File: src/hdl/ppt_pkg.sv
// ----------------------------------------------------------------------------
// ppt_pkg: shared types, constants and helpers for the pointer packet tracker
// Transfer structs, screen geometry, controller byte fields and clamp functions.
// ----------------------------------------------------------------------------
package ppt_pkg;

  // Screen geometry
  localparam int unsigned ScreenW = 640;
  localparam int unsigned ScreenH = 480;
  localparam int unsigned CurXW   = $clog2(ScreenW);
  localparam int unsigned CurYW   = $clog2(ScreenH);

  // Width of the signed intermediate used for moves and clamps
  localparam int unsigned SumW = 17;

  // Output field widths
  localparam int unsigned PosXW = 10;
  localparam int unsigned PosYW = 9;

  // Header byte bit positions
  localparam int unsigned HdrLeftBit  = 0;
  localparam int unsigned HdrSyncBit  = 3;
  localparam int unsigned HdrXSignBit = 4;
  localparam int unsigned HdrYSignBit = 5;

  // Operation and source codes
  localparam logic OpMouse  = 1'b0;
  localparam logic OpTouch  = 1'b1;
  localparam logic SrcMouse = 1'b0;
  localparam logic SrcTouch = 1'b1;

  // Position within a three-byte mouse packet
  typedef enum logic [1:0] {
    PhHeader = 2'd0,
    PhXDelta = 2'd1,
    PhYDelta = 2'd2
  } ppt_phase_e;

  // Input transfer
  typedef struct packed {
    logic               op;
    logic [7:0]         data_byte;
    logic               from_aux;
    logic signed [15:0] touch_x;
    logic signed [15:0] touch_y;
    logic               touch_down;
    logic [31:0]        touch_taps;
  } ppt_in_t;

  // Result transfer
  typedef struct packed {
    logic [PosXW-1:0] pos_x;
    logic [PosYW-1:0] pos_y;
    logic             button_down;
    logic             clicked;
    logic             source;
  } ppt_out_t;

  // Flow control from the update stage to the register stages
  typedef struct packed {
    logic take;   // item in the input register is consumed this cycle
    logic emit;   // a result is loaded into the result register this cycle
  } ppt_flow_t;

  // Clamp a signed coordinate to 0 .. ScreenW-1
  function automatic logic [CurXW-1:0] clamp_x(input logic signed [SumW-1:0] v);
    logic [CurXW-1:0] r;
    if (v < 0) begin
      r = '0;
    end else if (v > $signed(SumW'(ScreenW - 1))) begin
      r = CurXW'(ScreenW - 1);
    end else begin
      r = v[CurXW-1:0];
    end
    return r;
  endfunction

  // Clamp a signed coordinate to 0 .. ScreenH-1
  function automatic logic [CurYW-1:0] clamp_y(input logic signed [SumW-1:0] v);
    logic [CurYW-1:0] r;
    if (v < 0) begin
      r = '0;
    end else if (v > $signed(SumW'(ScreenH - 1))) begin
      r = CurYW'(ScreenH - 1);
    end else begin
      r = v[CurYW-1:0];
    end
    return r;
  endfunction

endpackage

File: src/hdl/ppt_in_reg.sv
// ----------------------------------------------------------------------------
// ppt_in_reg: input register
// Holds one accepted item until the update stage consumes it.
// ----------------------------------------------------------------------------
module ppt_in_reg import ppt_pkg::*; (
  input  logic      clk_i,
  input  logic      rst_ni,
  input  logic      in_valid_i,
  output logic      in_ready_o,
  input  ppt_in_t   in_data_i,
  input  ppt_flow_t flow_i,
  output logic      item_valid_o,
  output ppt_in_t   item_o
);

  logic    valid_q, valid_d;
  ppt_in_t item_q;
  logic    load;

  // Free when empty or when the held item leaves this cycle
  assign in_ready_o = !valid_q || flow_i.take;
  assign load       = in_valid_i && in_ready_o;
  assign valid_d    = load || (valid_q && !flow_i.take);

  always_ff @(posedge clk_i or negedge rst_ni) begin
    if (!rst_ni) begin
      valid_q <= 1'b0;
    end else begin
      valid_q <= valid_d;
    end
  end

  always_ff @(posedge clk_i) begin
    if (load) begin
      item_q <= in_data_i;
    end
  end

  assign item_valid_o = valid_q;
  assign item_o       = item_q;

endmodule

File: src/hdl/ppt_update.sv
// ----------------------------------------------------------------------------
// ppt_update: pointer state and single-pass update
// Decodes controller bytes into packets, applies moves or touch samples,
// clamps to the screen and detects clicks.
// ----------------------------------------------------------------------------
module ppt_update import ppt_pkg::*; (
  input  logic      clk_i,
  input  logic      rst_ni,
  input  logic      item_valid_i,
  input  ppt_in_t   item_i,
  input  logic      out_free_i,
  output ppt_flow_t flow_o,
  output ppt_out_t  result_o
);

  logic [CurXW-1:0] cursor_x_q, cursor_x_d;
  logic [CurYW-1:0] cursor_y_q, cursor_y_d;
  logic             pressed_q, pressed_d;
  logic             prev_pressed_q, prev_pressed_d;
  ppt_phase_e       phase_q, phase_d;
  logic [7:0]       header_q, header_d;
  logic [7:0]       xdelta_q, xdelta_d;
  logic [31:0]      last_taps_q, last_taps_d;

  logic                  has_result;
  logic                  take;
  logic                  clicked;
  logic signed [SumW-1:0] dx, dy, sum_x, sum_y;
  logic [12:0]           x_ext;
  logic [12:0]           y_ext;

  // 9-bit signed deltas, sign from the header byte
  assign dx    = SumW'($signed({header_q[HdrXSignBit], xdelta_q}));
  assign dy    = SumW'($signed({header_q[HdrYSignBit], item_i.data_byte}));
  assign sum_x = $signed(SumW'(cursor_x_q)) + dx;
  assign sum_y = $signed(SumW'(cursor_y_q)) - dy;

  // Does this item complete an update?
  always_comb begin
    if (item_i.op == OpTouch) begin
      has_result = 1'b1;
    end else begin
      has_result = item_i.from_aux && (phase_q != PhHeader) && (phase_q != PhXDelta);
    end
  end

  assign take   = item_valid_i && (!has_result || out_free_i);
  assign flow_o = '{take: take, emit: take && has_result};

  // Next state
  always_comb begin
    cursor_x_d     = cursor_x_q;
    cursor_y_d     = cursor_y_q;
    pressed_d      = pressed_q;
    prev_pressed_d = prev_pressed_q;
    phase_d        = phase_q;
    header_d       = header_q;
    xdelta_d       = xdelta_q;
    last_taps_d    = last_taps_q;
    clicked        = 1'b0;
    if (item_i.op == OpTouch) begin
      cursor_x_d  = clamp_x(SumW'(item_i.touch_x));
      cursor_y_d  = clamp_y(SumW'(item_i.touch_y));
      pressed_d   = item_i.touch_down;
      clicked     = (item_i.touch_taps != last_taps_q);
      last_taps_d = item_i.touch_taps;
    end else if (item_i.from_aux) begin
      unique case (phase_q)
        PhHeader: begin
          // Resync: a packet only starts on a byte with the sync bit set
          if (item_i.data_byte[HdrSyncBit]) begin
            header_d = item_i.data_byte;
            phase_d  = PhXDelta;
          end
        end
        PhXDelta: begin
          xdelta_d = item_i.data_byte;
          phase_d  = PhYDelta;
        end
        default: begin
          // Final byte: apply the move, screen y grows downward
          phase_d        = PhHeader;
          cursor_x_d     = clamp_x(sum_x);
          cursor_y_d     = clamp_y(sum_y);
          pressed_d      = header_q[HdrLeftBit];
          clicked        = header_q[HdrLeftBit] && !prev_pressed_q;
          prev_pressed_d = header_q[HdrLeftBit];
        end
      endcase
    end
  end

  always_ff @(posedge clk_i or negedge rst_ni) begin
    if (!rst_ni) begin
      cursor_x_q     <= CurXW'(ScreenW / 2);
      cursor_y_q     <= CurYW'(ScreenH / 2);
      pressed_q      <= 1'b0;
      prev_pressed_q <= 1'b0;
      phase_q        <= PhHeader;
      last_taps_q    <= '0;
    end else if (take) begin
      cursor_x_q     <= cursor_x_d;
      cursor_y_q     <= cursor_y_d;
      pressed_q      <= pressed_d;
      prev_pressed_q <= prev_pressed_d;
      phase_q        <= phase_d;
      last_taps_q    <= last_taps_d;
    end
  end

  // Packet bytes need no reset
  always_ff @(posedge clk_i) begin
    if (take) begin
      header_q <= header_d;
      xdelta_q <= xdelta_d;
    end
  end

  // Result fields, positions masked to the output widths
  assign x_ext = 13'(cursor_x_d);
  assign y_ext = 13'(cursor_y_d);

  always_comb begin
    result_o.pos_x       = x_ext[PosXW-1:0];
    result_o.pos_y       = y_ext[PosYW-1:0];
    result_o.button_down = pressed_d;
    result_o.clicked     = clicked;
    result_o.source      = (item_i.op == OpTouch) ? SrcTouch : SrcMouse;
  end

endmodule

File: src/hdl/ppt_out_reg.sv
// ----------------------------------------------------------------------------
// ppt_out_reg: result register
// Holds one result until the consumer takes it.
// ----------------------------------------------------------------------------
module ppt_out_reg import ppt_pkg::*; (
  input  logic      clk_i,
  input  logic      rst_ni,
  input  ppt_flow_t flow_i,
  input  ppt_out_t  result_i,
  output logic      out_free_o,
  output logic      out_valid_o,
  input  logic      out_ready_i,
  output ppt_out_t  out_data_o
);

  logic     valid_q, valid_d;
  ppt_out_t data_q;

  // Room for a new result when empty or draining this cycle
  assign out_free_o = !valid_q || out_ready_i;
  assign valid_d    = flow_i.emit || (valid_q && !out_ready_i);

  always_ff @(posedge clk_i or negedge rst_ni) begin
    if (!rst_ni) begin
      valid_q <= 1'b0;
    end else begin
      valid_q <= valid_d;
    end
  end

  always_ff @(posedge clk_i) begin
    if (flow_i.emit) begin
      data_q <= result_i;
    end
  end

  assign out_valid_o = valid_q;
  assign out_data_o  = data_q;

endmodule

File: src/hdl/pointer_packet_tracker.sv
// ----------------------------------------------------------------------------
// pointer_packet_tracker: screen pointer from mouse packets and touch samples
// Top level: input register, update stage and result register.
// ----------------------------------------------------------------------------
// The block takes one item per clock cycle unless a stalled consumer holds
// back the result register. Each item is held in the input register, then a
// single update pass (packet decode, add, clamp, click detect) writes the
// result register. Controller bytes that are not from the aux port,
// unsynchronized header bytes and the first two bytes of a packet give no
// result. A touch sample or a completed three-byte packet gives exactly one.
module pointer_packet_tracker import ppt_pkg::*; (
  input  logic     clk_i,
  input  logic     rst_ni,
  input  logic     in_valid_i,
  output logic     in_ready_o,
  input  ppt_in_t  in_data_i,
  output logic     out_valid_o,
  input  logic     out_ready_i,
  output ppt_out_t out_data_o
);

  ppt_flow_t flow;
  logic      item_valid;
  ppt_in_t   item;
  logic      out_free;
  ppt_out_t  result;

  ppt_in_reg u_in_reg (
    .clk_i        (clk_i),
    .rst_ni       (rst_ni),
    .in_valid_i   (in_valid_i),
    .in_ready_o   (in_ready_o),
    .in_data_i    (in_data_i),
    .flow_i       (flow),
    .item_valid_o (item_valid),
    .item_o       (item)
  );

  ppt_update u_update (
    .clk_i        (clk_i),
    .rst_ni       (rst_ni),
    .item_valid_i (item_valid),
    .item_i       (item),
    .out_free_i   (out_free),
    .flow_o       (flow),
    .result_o     (result)
  );

  ppt_out_reg u_out_reg (
    .clk_i       (clk_i),
    .rst_ni      (rst_ni),
    .flow_i      (flow),
    .result_i    (result),
    .out_free_o  (out_free),
    .out_valid_o (out_valid_o),
    .out_ready_i (out_ready_i),
    .out_data_o  (out_data_o)
  );

endmodule

File: config.mk
export PLATFORM = sky130hd
export DESIGN_NAME = pointer_packet_tracker
export DESIGN_NICKNAME = d
export VERILOG_FILES = /design/src/hdl/ppt_pkg.sv /design/src/hdl/ppt_in_reg.sv /design/src/hdl/ppt_update.sv /design/src/hdl/ppt_out_reg.sv /design/src/hdl/pointer_packet_tracker.sv
export SDC_FILE = /design/constraint.sdc
export NUM_CORES = 1
export LEC_CHECK = 0
export ABC_AREA = 0
export BUFFER_PORTS_ARGS = -buffer_cell sky130_fd_sc_hd__buf_2
export CAP_MARGIN = 20
export CORE_UTILIZATION = 40
export CTS_CLUSTER_SIZE = 20
export DETAILED_ROUTE_END_ITERATION = 12
export GPL_ROUTABILITY_DRIVEN = 0
export REMOVE_ABC_BUFFERS = 1
export SYNTH_ARGS = -nofsm -noshare
export SYNTH_HDL_FRONTEND = slang
export SYNTH_SLANG_ARGS = --single-unit
File: constraint.sdc
create_clock -name clk_i -period 3.7 [get_ports clk_i]
set_input_delay 0.185 -clock clk_i [delete_from_list [all_inputs] [get_ports clk_i]]
set_output_delay 0.185 -clock clk_i [all_outputs]
set_load 0.02 [all_outputs]
==> qor.csv, run 1 <==
metric,value,unit
synth_most_common_cell,edfxtp_1,
hp-start,out_ready_i,
hold_depth,3,
finalSetupTns,0,ns
seqCellArea,4680,um^2
cts_max_level,4,
area_delta_synth_final,28.9,%
fmax,0.319,GHz
wirelength,17000,um
postSynthAreaPerCell,12.8,um^2
clock_latency,0.42,ns
synth_edf_count,108,
die_x,140,um
row_count,50,
clk_pin_slew_worst_paths,0.06,ns
ir_worst_vdd,383,uV
outcome,finished clean,
crit_path_max_incr_delay,0.43,ns
crit_family,compound AO/OA/AOI/OAI gates,
fillCellCount,1580,
grt_max_degree,49,
critPathLaunchType,register,
grt_remaining_overflow,0,
synth-async-reset-ratio,34.5,%
drt_iter0_markers,320,
path_max_fanout,9,
grt_pass1_wl,27500,um
tritoncts,yes,
yosysWarnings,0,
num_io_pins,103,
hold_viol,0,
dr.pass1.iters,5,
syn-cell-area,7630,um^2
num_vias,5486,
die_h,140,um
initial_core_util,40.8,%
coreArea,18700,um^2
dp.cells,926,
fin_crit_sh,84.7,%
postCtsSetupBuffers,0,
dp_hpwl,12000,um
drc_errors,0,
p_leak,4.01,nW
powerDensity,549,nW/um^2
reg2reg_from,u_update.cursor_y_q[0]$_DFFE_PN0P_,
synth_ff_type,edfxtp_1,
drive_gt1_share,24.8,%
hp-class,in2reg,
grt_use_total,18.3,%
worst-r2r-cell-count,11,
seq_area_frac_synth,61.3,%
crit_slowest_cell,fa_1,
layoutNonFillerInstCount,1035,
fin_worst_skew,0.00723,ns
max_slew_margin,44.7,%
synth_cell_types,64,
endpoint_kind,register,
whs_endpoint,u_out_reg.out_valid_o$_DFF_PN0_,
antenna_found_initial,0,
portBuffers,102,
path_buf_inv,2,
cts_num_sinks,165,
first_global_vias,5540,
r2r_setup_slack,0.56,ns
crit-reg2reg-capture,u_out_reg.out_data_o[9]$_DFFE_PP_,
postSynthRegisterBits,165,
slew_viol_final,0,
cts_made_buffers,17,
cts_buffer_depth,2,
path_cells,inv_1 -> ha_1 -> inv_1 -> fa_1 -> a211oi_1 -> o21ai_0 -> a31oi_1 -> nor3_1 -> a21oi_2 -> o21ai_0 -> a21o_1,
maxCapViolations,0,
yosys.area.top_type,edfxtp_1,
cts-root-buf,clkbuf_16,
syn_inst,594,
fin_hold_ws,0.145,ns
diodes,0,
worst_pin_slew,0.822,ns
arrival,3.32,ns
synth_top_cell_area_share,42.5,%
wl_per_cell,16.5,um
fin_nets,890,
ys_top_cells_by_count,"edfxtp_1 (108), dfrtp_1 (51), nand2_1 (40)",
setup_viol,0,
min_period,3.14,ns
netlist_top_cells_area,"edfxtp_1 (43%), dfrtp_1 (17%), mux2_2 (4.9%), xor2_1 (4.2%), ha_1 (3.4%)",
rsz0062_at_grt,no,
multiInputGateArea,2790,um^2
viasPerCell,5.30,
die_area,19600,um^2
ant_nets,0,
cp.required,3.88,ns
path_class,reg2reg,
==> final cells by class <==
| class | instances | share of cell area [%] |
|---|---|---|
| clock buffer | 21 | 4.48 |
| inverter | 24 | 0.916 |
| clock inverter | 11 | 1.54 |
| multi-input combinational | 388 | 28.4 |
| tap | 234 | 2.98 |
| timing repair buffer | 192 | 14.1 |
| sequential | 165 | 47.6 |
==> placed cells by master, fill, tap and decap left out, types with 5 or more instances in the layout <==
cell type	count
nand3_1	10
ha_1	21
dfstp_2	6
a21oi_1	18
nand2b_1	6
o221ai_1	5
nor2b_1	7
xor2_1	37
nor3_1	13
a221o_1	8
o21a_1	6
a31oi_1	7
buf_4	12
buf_2	102
dfrtp_1	51
mux2_2	33
xnor2_1	7
a21o_1	7
nand4_1	7
inv_1	24
o211ai_1	7
dlygate4sd3_1	77
o21ai_0	37
a31o_2	6
nand2_1	40
edfxtp_1	108
clkbuf_16	17
o31ai_1	5
nor2_1	29
nor4_1	12
==> power by group <==
part | total, W | internal, W | switching (W)
Sequential | 0.00238 | 0.00223 | 0.000153
Combinational | 0.00125 | 0.000558 | 0.000687
Clock | 0.00177 | 0.00106 | 0.000710
Total | 0.00540 | 0.00385 | 0.00155
==> registers in the layout, indices dropped and copies added (netlist names), 2 cells and up <==
| register | flops |
|---|---|
| u_out_reg.out_data_o | 22 |
| u_update.phase_q | 2 |
| u_update.header_q | 3 |
| u_update.last_taps_q | 32 |
| u_update.cursor_y_q | 9 |
| u_update.xdelta_q | 8 |
| u_update.cursor_x_q | 10 |
| u_in_reg.item_o | 75 |
==> worst min-delay path: stages <==
cell	delay, ns
buf_2	0.07
nand2b_1	0.18
nand2_1	0.09
==> what timing repair did <==
action,CTS,global route
endpoints found under the hold margin,85,0
resized for setup,0,0
hold buffers,77,0
==> worst max-delay path by stage <==
stage	startpoint	end	slack [ns]	cells past startpoint
6_report	u_update.cursor_y_q[0]$_DFFE_PN0P_	u_out_reg.out_data_o[9]$_DFFE_PP_	0.56	11
5_1_grt	u_update.cursor_y_q[0]$_DFFE_PN0P_	u_out_reg.out_data_o[9]$_DFFE_PP_	0.37	11
4_1_cts	u_update.cursor_y_q[0]$_DFFE_PN0P_	u_out_reg.out_data_o[9]$_DFFE_PP_	0.61	11
3_5_place_dp	u_update.cursor_y_q[0]$_DFFE_PN0P_	u_out_reg.out_data_o[9]$_DFFE_PP_	0.63	11
3_3_place_gp	u_update.cursor_y_q[0]$_DFFE_PN0P_	u_out_reg.out_data_o[9]$_DFFE_PP_	0.69	11
2_1_floorplan	u_in_reg.item_o[74]$_DFFE_PP_	u_in_reg.item_o[0]$_DFFE_PP_	0.19	3
==> logic make-up after synthesis <==
group / Yosys count / synth area share, %
flops: 165 / 61.3
simple gates: 146 / 9.60
buf+inv: 41 / 2.12
xor+xnor: 44 / 5.05
fa+ha+maj: 23 / 3.97
mux: 35 / 5.13
compound gates: 140 / 12.8
==> stage by stage <==
step	cell area [um^2]	power, W	util (%)	setup slack [ns]
5_1_grt	9830	0.00567	52.6	0.374
3_3_place_gp	8460	0.00355	45.3	0.688
4_1_cts	9830	0.00544	52.6	0.614
3_5_place_dp	8470	0.00359	45.3	0.630
6_report	9830	0.00540	52.6	0.565
2_1_floorplan	7560	0.00324	-	0.193
==> layer usage <==
layer	global-route usage (%)	vias up	wire, um
met4	8.10	0	509
met2	31.4	176	8440
met5	0	-	0
met1	22.0	2641	7300
li1	-	2634	-
met3	4.21	35	802
No activity file was read; power rests on OpenSTA's default activity.
==> inputs of run 2 (changes only) <==
==> constraint.sdc (replaced) <==
create_clock -name clk_i -period 3 [get_ports clk_i]
set_input_delay 0.15 -clock clk_i [delete_from_list [all_inputs] [get_ports clk_i]]
set_output_delay 0.15 -clock clk_i [all_outputs]
set_load 0.02 [all_outputs]
==> run 2 against run 1 <==
Total power is 24% higher. Clock power is 20% higher. Combinational power is 30% higher. Via count is 1.7% higher. Clock skew is 0.0015 ns higher. Largest cell class unchanged.
==> qor.csv, run 2 (synthesized netlist as in run 1, its figures left out) <==
metric,value,unit,change
grt_pass1_wl,27800,um,"was 27,500 um"
tritoncts,yes,,unchanged
grt_use_total,18.5,%,was 18.3%
ant_nets,0,,unchanged
fin_worst_skew,0.00875,ns,was 0.00723 ns
post_dp_cell_area,8590,um^2,was 8470 um^2
cts_buffer_depth,2,,unchanged
path_max_fanout,10,,was 9
min_period,2.84,ns,was 3.14 ns
coreArea,18700,um^2,unchanged
outcome,finished clean,,unchanged
die_x,140,um,unchanged
die_area,19600,um^2,unchanged
cp.required,3.17,ns,was 3.88 ns
crit_path_max_incr_delay,0.42,ns,was 0.43 ns
drt_iter0_markers,383,,was 320
hold_viol,0,,unchanged
initial_core_util,40.8,%,unchanged
num_vias,5581,,"was 5,486"
clk_pin_slew_worst_paths,0.06,ns,about the same
cts-root-buf,clkbuf_16,,unchanged
p_seq_share,43.9,%,was 44.1%
dp_hpwl,12200,um,"was 12,000 um"
fin_crit_sh,94.6,%,was 84.7%
path_class,reg2reg,,unchanged
max_slew_margin,53.9,%,was 44.7%
power.internal,0.00473,W,was 0.00385 W
p_leak,4.08,nW,was 4.01 nW
viasPerCell,5.33,,was 5.30
worst_pin_slew,0.692,ns,was 0.822 ns
clock_latency,0.42,ns,about the same
largest_register_ffs,75,,unchanged
ir_worst_vdd,462,uV,was 383 uV
num_io_pins,103,,unchanged
fillCellCount,1570,,"was 1,580"
arrival,3.01,ns,was 3.32 ns
antenna_found_initial,1,,was 0
hp-class,in2reg,,unchanged
powerDensity,669,nW/um^2,was 549 nW/um^2
drc_errors,0,,unchanged
rsz0062_at_grt,no,,unchanged
cts_max_level,4,,unchanged
final_util,53.5,%,was 52.6%
drive_gt1_share,26.8,%,was 24.8%
fin_nets,901,,was 890
wirelength,17200,um,"was 17,000 um"
p_comb_share,24.3,%,was 23.1%
mostFrequentLayoutCell,edfxtp_1,,unchanged
critPathLaunchType,register,,unchanged
wl_per_cell,16.4,um,was 16.5 um
setup_viol,0,,unchanged
maxCapViolations,0,,unchanged
cts_num_sinks,165,,unchanged
portBuffers,102,,unchanged
cts_made_buffers,17,,unchanged
p_clk_share,31.8,%,was 32.8%
die_h,140,um,unchanged
setup_slack,0.161,ns,was 0.565 ns
crit_slowest_cell,or3_1,,was fa_1
final_cell_mix,"edfxtp_1 (108), buf_2 (102), dlygate4sd3_1 (77)",,unchanged
design_area,10000,um^2,was 9830 um^2
dr.pass1.iters,8,,was 5
layoutNonFillerInstCount,1047,,"was 1,035"
grt_max_degree,31,,was 49
dp.cells,937,,was 926
path_cells,ha_1 -> inv_1 -> fa_1 -> nor2b_4 -> o31a_1 -> o21ai_2 -> xor2_2 -> a21boi_2 -> or3_1 -> a221o_1,,was inv_1 -> ha_1 -> inv_1 -> fa_1 -> a211oi_1 -> o21ai_0 -> a31oi_1 -> nor3_1 -> a21oi_2 -> o21ai_0 -> a21o_1
grt_remaining_overflow,0,,unchanged
dpl_worst_slack,0.111,ns,was 0.630 ns
area_delta_synth_final,31.1,%,was 28.9%
fmax,0.352,GHz,was 0.319 GHz
row_count,50,,unchanged
endpoint_kind,register,,unchanged
swShare,29.2,%,was 28.7%
first_global_vias,5633,,"was 5,540"
switching_power,0.00196,W,was 0.00155 W
slew_viol_final,0,,unchanged
## run 2: what timing repair did
item                                    in CTS  in global routing
buffers inserted                             0                  0
gates resized for setup                      0                 10
hold endpoints to repair                   101                  0
endpoints found under the setup margin       0                 17
hold buffers                                77                  0
## run 2: path summary, 6_finish.rpt
kind / from / end / slack (ns) / cells past startpoint
min reg2reg: u_in_reg.item_o[67]$_DFFE_PP_ / u_update.xdelta_q[1]$_DFFE_PP_ / 0.45 / 0
max reg2reg: u_update.cursor_x_q[0]$_DFFE_PN0P_ / u_out_reg.out_data_o[17]$_DFFE_PP_ / 0.16 / 10
max: u_update.cursor_x_q[0]$_DFFE_PN0P_ / u_out_reg.out_data_o[17]$_DFFE_PP_ / 0.16 / 10
min in group asynchronous: rst_ni / u_update.cursor_x_q[7]$_DFFE_PN0P_ / 0.32 / 2
max in group asynchronous: rst_ni / u_update.cursor_y_q[4]$_DFFE_PN1P_ / 1.98 / 3
min: out_ready_i / u_out_reg.out_valid_o$_DFF_PN0_ / 0.12 / 3
## run 2: final cells by class
type / count / area, um^2 / share of cell area [%]
Clock buffer: 20 / 447 / 4.47
Antenna cell: 1 / 2.50 / 0.0250
Clock inverter: 12 / 130 / 1.30
Sequential cell: 165 / 4680 / 46.8
Multi-Input combinational cell: 388 / 2850 / 28.5
Timing Repair Buffer: 203 / 1510 / 15.1
Tap cell: 234 / 293 / 2.93
Inverter: 24 / 90.1 / 0.901
## run 2: worst max-delay path: cells and delay by family (launching register included)
family                     cells  cell delay (ns)
xor gates and xnor gates       1             0.19
DFF                            1             0.40
buffers and inverters          1             0.07
adders and majority gates      2             0.46
AOI/OAI and AO/OA              4             0.99
and+or+nand+nor                2             0.48
## run 2: metrics by stage
step           setup TNS (ns)  hold slack [ns]  total power, W
4_1_cts                     0            0.115         0.00668
6_report                    0            0.119         0.00669
3_3_place_gp                0            0.222         0.00441
2_1_floorplan          -38.02           -0.146         0.00400
5_1_grt                     0            0.128         0.00703
3_5_place_dp                0            0.246         0.00447
## run 2: per-layer routing
metal / global-route usage [%] / share of wire, % / wire [um]
met1: 23.1 / 44 / 7590
met2: 30.9 / 49 / 8360
met3: 4.62 / 4.8 / 824
met4: 6.94 / 2.3 / 396
met5: 0 / 0 / 0
## run 2: power by group through the flow
stage / combinational, W / clock (W) / sequential [W]
final: 0.00162 / 0.00213 / 0.00294
after global routing: 0.00178 / 0.00228 / 0.00297
after CTS: 0.00157 / 0.00217 / 0.00294
after detailed placement: 0.00148 / 0 / 0.00298
after global placement: 0.00144 / 0 / 0.00297
after floorplan: 0.00103 / 0 / 0.00297
==> inputs of run 3 (changes only) <==
--- a/config.mk
+++ b/config.mk
@@ -8,10 +8,10 @@
 export ABC_AREA = 0
 export BUFFER_PORTS_ARGS = -buffer_cell sky130_fd_sc_hd__buf_2
 export CAP_MARGIN = 20
-export CORE_UTILIZATION = 40
-export CTS_CLUSTER_SIZE = 20
+export CORE_UTILIZATION = 52
 export DETAILED_ROUTE_END_ITERATION = 12
 export GPL_ROUTABILITY_DRIVEN = 0
+export PLACE_DENSITY = 0.73
 export REMOVE_ABC_BUFFERS = 1
 export SYNTH_ARGS = -nofsm -noshare
 export SYNTH_HDL_FRONTEND = slang
==> run 3 against run 2 <==
Utilization rose by 16 points. Maximum frequency down 1.5%. Sequential power hardly changed. Clock power down 5%. Register-to-register slack worse by 0.04 ns. Die area decreased by 23%. Worst setup slack worse by 0.044 ns. Total power decreased by 1.4%. Sequential cell count stayed put. Sequential share of layout area grew 0.71 points. Final cell count fell by 5.5%. First-iteration DRC count rose by 34%.
==> qor.csv, run 3 (synthesized netlist as in run 1, its figures left out) <==
metric,value,unit,change
layoutNonFillerInstCount,989,,"was 1,047"
num_io_pins,103,,unchanged
fin_worst_skew,0.00854,ns,was 0.00875 ns
setup_viol,0,,unchanged
diodes,0,,was 1
fin_hold_ws,0.107,ns,was 0.119 ns
ant_nets,0,,unchanged
p_leak,4.04,nW,was 4.08 nW
powerDensity,669,nW/um^2,about the same
cts_buffer_depth,2,,unchanged
crit_start,u_update.cursor_x_q[0]$_DFFE_PN0P_,,unchanged
antenna_found_initial,0,,was 1
ir_worst_vdd,716,uV,was 462 uV
initial_core_util,54.1,%,was 40.8%
outcome,finished clean,,unchanged
die_area,15200,um^2,"was 19,600 um^2"
fmax,0.347,GHz,was 0.352 GHz
reg2reg_from,u_update.cursor_x_q[0]$_DFFE_PN0P_,,unchanged
cts-root-buf,clkbuf_16,,unchanged
grt_use_total,24.2,%,was 18.5%
fin_nets,898,,was 901
drive_gt1_share,26.6,%,was 26.8%
worst_pin_slew,0.990,ns,was 0.692 ns
endpoint_kind,register,,unchanged
path_max_fanout,11,,was 10
dp_hpwl,11000,um,"was 12,200 um"
cts_made_buffers,17,,unchanged
clk_pin_slew_worst_paths,0.06,ns,about the same
die_x,123,um,was 140 um
crit_slowest_cell,fa_1,,was or3_1
worst_path_most_repeated_cell,o21ai_4,,
fin_crit_sh,96.1,%,was 94.6%
coreArea,14100,um^2,"was 18,700 um^2"
drc_errors,0,,unchanged
hp-class,in2reg,,unchanged
grt_remaining_overflow,0,,unchanged
final_cell_mix,"edfxtp_1 (108), buf_2 (102), dlygate4sd3_1 (77)",,unchanged
cts_num_sinks,165,,unchanged
first_global_vias,5556,,"was 5,633"
path_cells,ha_1 -> inv_1 -> fa_1 -> nor2b_4 -> o31a_1 -> o21ai_4 -> o21ai_4 -> xor2_4 -> or3_1 -> a221o_1,,was ha_1 -> inv_1 -> fa_1 -> nor2b_4 -> o31a_1 -> o21ai_2 -> xor2_2 -> a21boi_2 -> or3_1 -> a221o_1
fillCellCount,1009,,"was 1,570"
slew_viol_final,0,,unchanged
grt_pass1_wl,27100,um,"was 27,800 um"
seqCellArea,4680,um^2,unchanged
max_slew_margin,34.0,%,was 53.9%
clock_latency,0.43,ns,was 0.42 ns
row_count,43,,was 50
hold_viol,0,,unchanged
drt_iter0_markers,515,,was 383
cp.required,3.17,ns,about the same
multiInputGateArea,2860,um^2,was 2850 um^2
path_class,reg2reg,,unchanged
min_period,2.88,ns,was 2.84 ns
cts_max_level,4,,unchanged
wirelength,17000,um,"was 17,200 um"
final_util,69.9,%,was 53.5%
grt_max_degree,76,,was 31
mostFrequentLayoutCell,edfxtp_1,,unchanged
area_delta_synth_final,29.1,%,was 31.1%
dr.pass1.iters,5,,was 8
arrival,3.05,ns,was 3.01 ns
design_area,9850,um^2,was 10000 um^2
crit_path_max_incr_delay,0.44,ns,was 0.42 ns
post_dp_cell_area,8430,um^2,was 8590 um^2
wl_per_cell,17.2,um,was 16.4 um
critPathLaunchType,register,,unchanged
num_vias,5554,,"was 5,581"
tritoncts,yes,,unchanged
maxCapViolations,0,,unchanged
viasPerCell,5.62,,was 5.33
hp-start,out_ready_i,,unchanged
die_h,123,um,was 140 um
portBuffers,102,,unchanged
largest_register_ffs,75,,unchanged
dp.cells,877,,was 937
## run 3: changes by cell type in the layout (fill, tap and decap cells not counted), moves of 2 or more
cell	before	now
buf_12	4	1
bufinv_16	2	0
clkbuf_1	2	4
clkinvlp_4	4	2
inv_4	0	2
## run 3: metrics by stage
step	power [W]	setup TNS, ns	setup WS (ns)
global placement	0.00437	0	0.188
global route	0.00692	-0.0330	-0.0330
finish	0.00659	0	0.117
CTS	0.00654	0	0.0696
floorplan	0.00400	-38.02	-0.507
detailed placement	0.00444	0	0.0934
## run 3: cell type report
cell class	instances	share of cell area, %
Clock buffer	23	4.87
Inverter	24	0.915
Tap cell	180	2.29
Multi-Input combinational cell	388	29.0
Sequential cell	165	47.5
Timing Repair Buffer	200	14.7
Clock inverter	9	0.711
## run 3: critical path, delay by kind of cell (launching register included)
| kind | cells | cell delay (ns) |
|---|---|---|
| buffers and inverters | 1 | 0.05 |
| AND/OR/NAND/NOR | 2 | 0.55 |
| flip-flops | 1 | 0.36 |
| adder cells (fa/ha/maj) | 2 | 0.61 |
| AO/OA/AOI/OAI | 4 | 0.91 |
| XOR/XNOR | 1 | 0.16 |
## run 3: worst paths after layout
check,endpoint,slack (ns),depth (start not counted)
worst max-delay path,u_out_reg.out_data_o[14]$_DFFE_PP_,0.12,10
max in group asynchronous,u_update.last_taps_q[26]$_DFFE_PN0P_,2.08,4
worst max register to register,u_out_reg.out_data_o[14]$_DFFE_PP_,0.12,10
worst min register to register,u_update.xdelta_q[1]$_DFFE_PP_,0.45,0
worst min-delay path,u_out_reg.out_valid_o$_DFF_PN0_,0.11,3
min in group asynchronous,u_update.cursor_y_q[3]$_DFFE_PN0P_,0.16,2
## run 3: what timing repair did
item / in CTS / in global routing
endpoints found under the hold margin: 111 / 0
endpoints found under the setup margin: 0 / 18
hold buffers: 77 / 0
setup buffers: 0 / 2
resized for setup: 0 / 11
## run 3: power by group
| group | leakage (nW) | total [W] | internal [W] | switching, W |
|---|---|---|---|---|
| registers | 1.71 | 0.00294 | 0.00275 | 0.000185 |
| clock network | 0.266 | 0.00202 | 0.00114 | 0.000878 |
| logic | 2.07 | 0.00164 | 0.000730 | 0.000907 |
## run 3: routing by layer
metal / part of all wire, % / GRT usage, % / wire [um] / vias to the layer above
met2: 50 / 40.4 / 8540 / 218
met5: 0 / 0 / 0 / -
met1: 42 / 30.1 / 7100 / 2653
met3: 5.6 / 6.18 / 961 / 41
met4: 2.5 / 9.56 / 427 / 0
li1: - / - / - / 2642
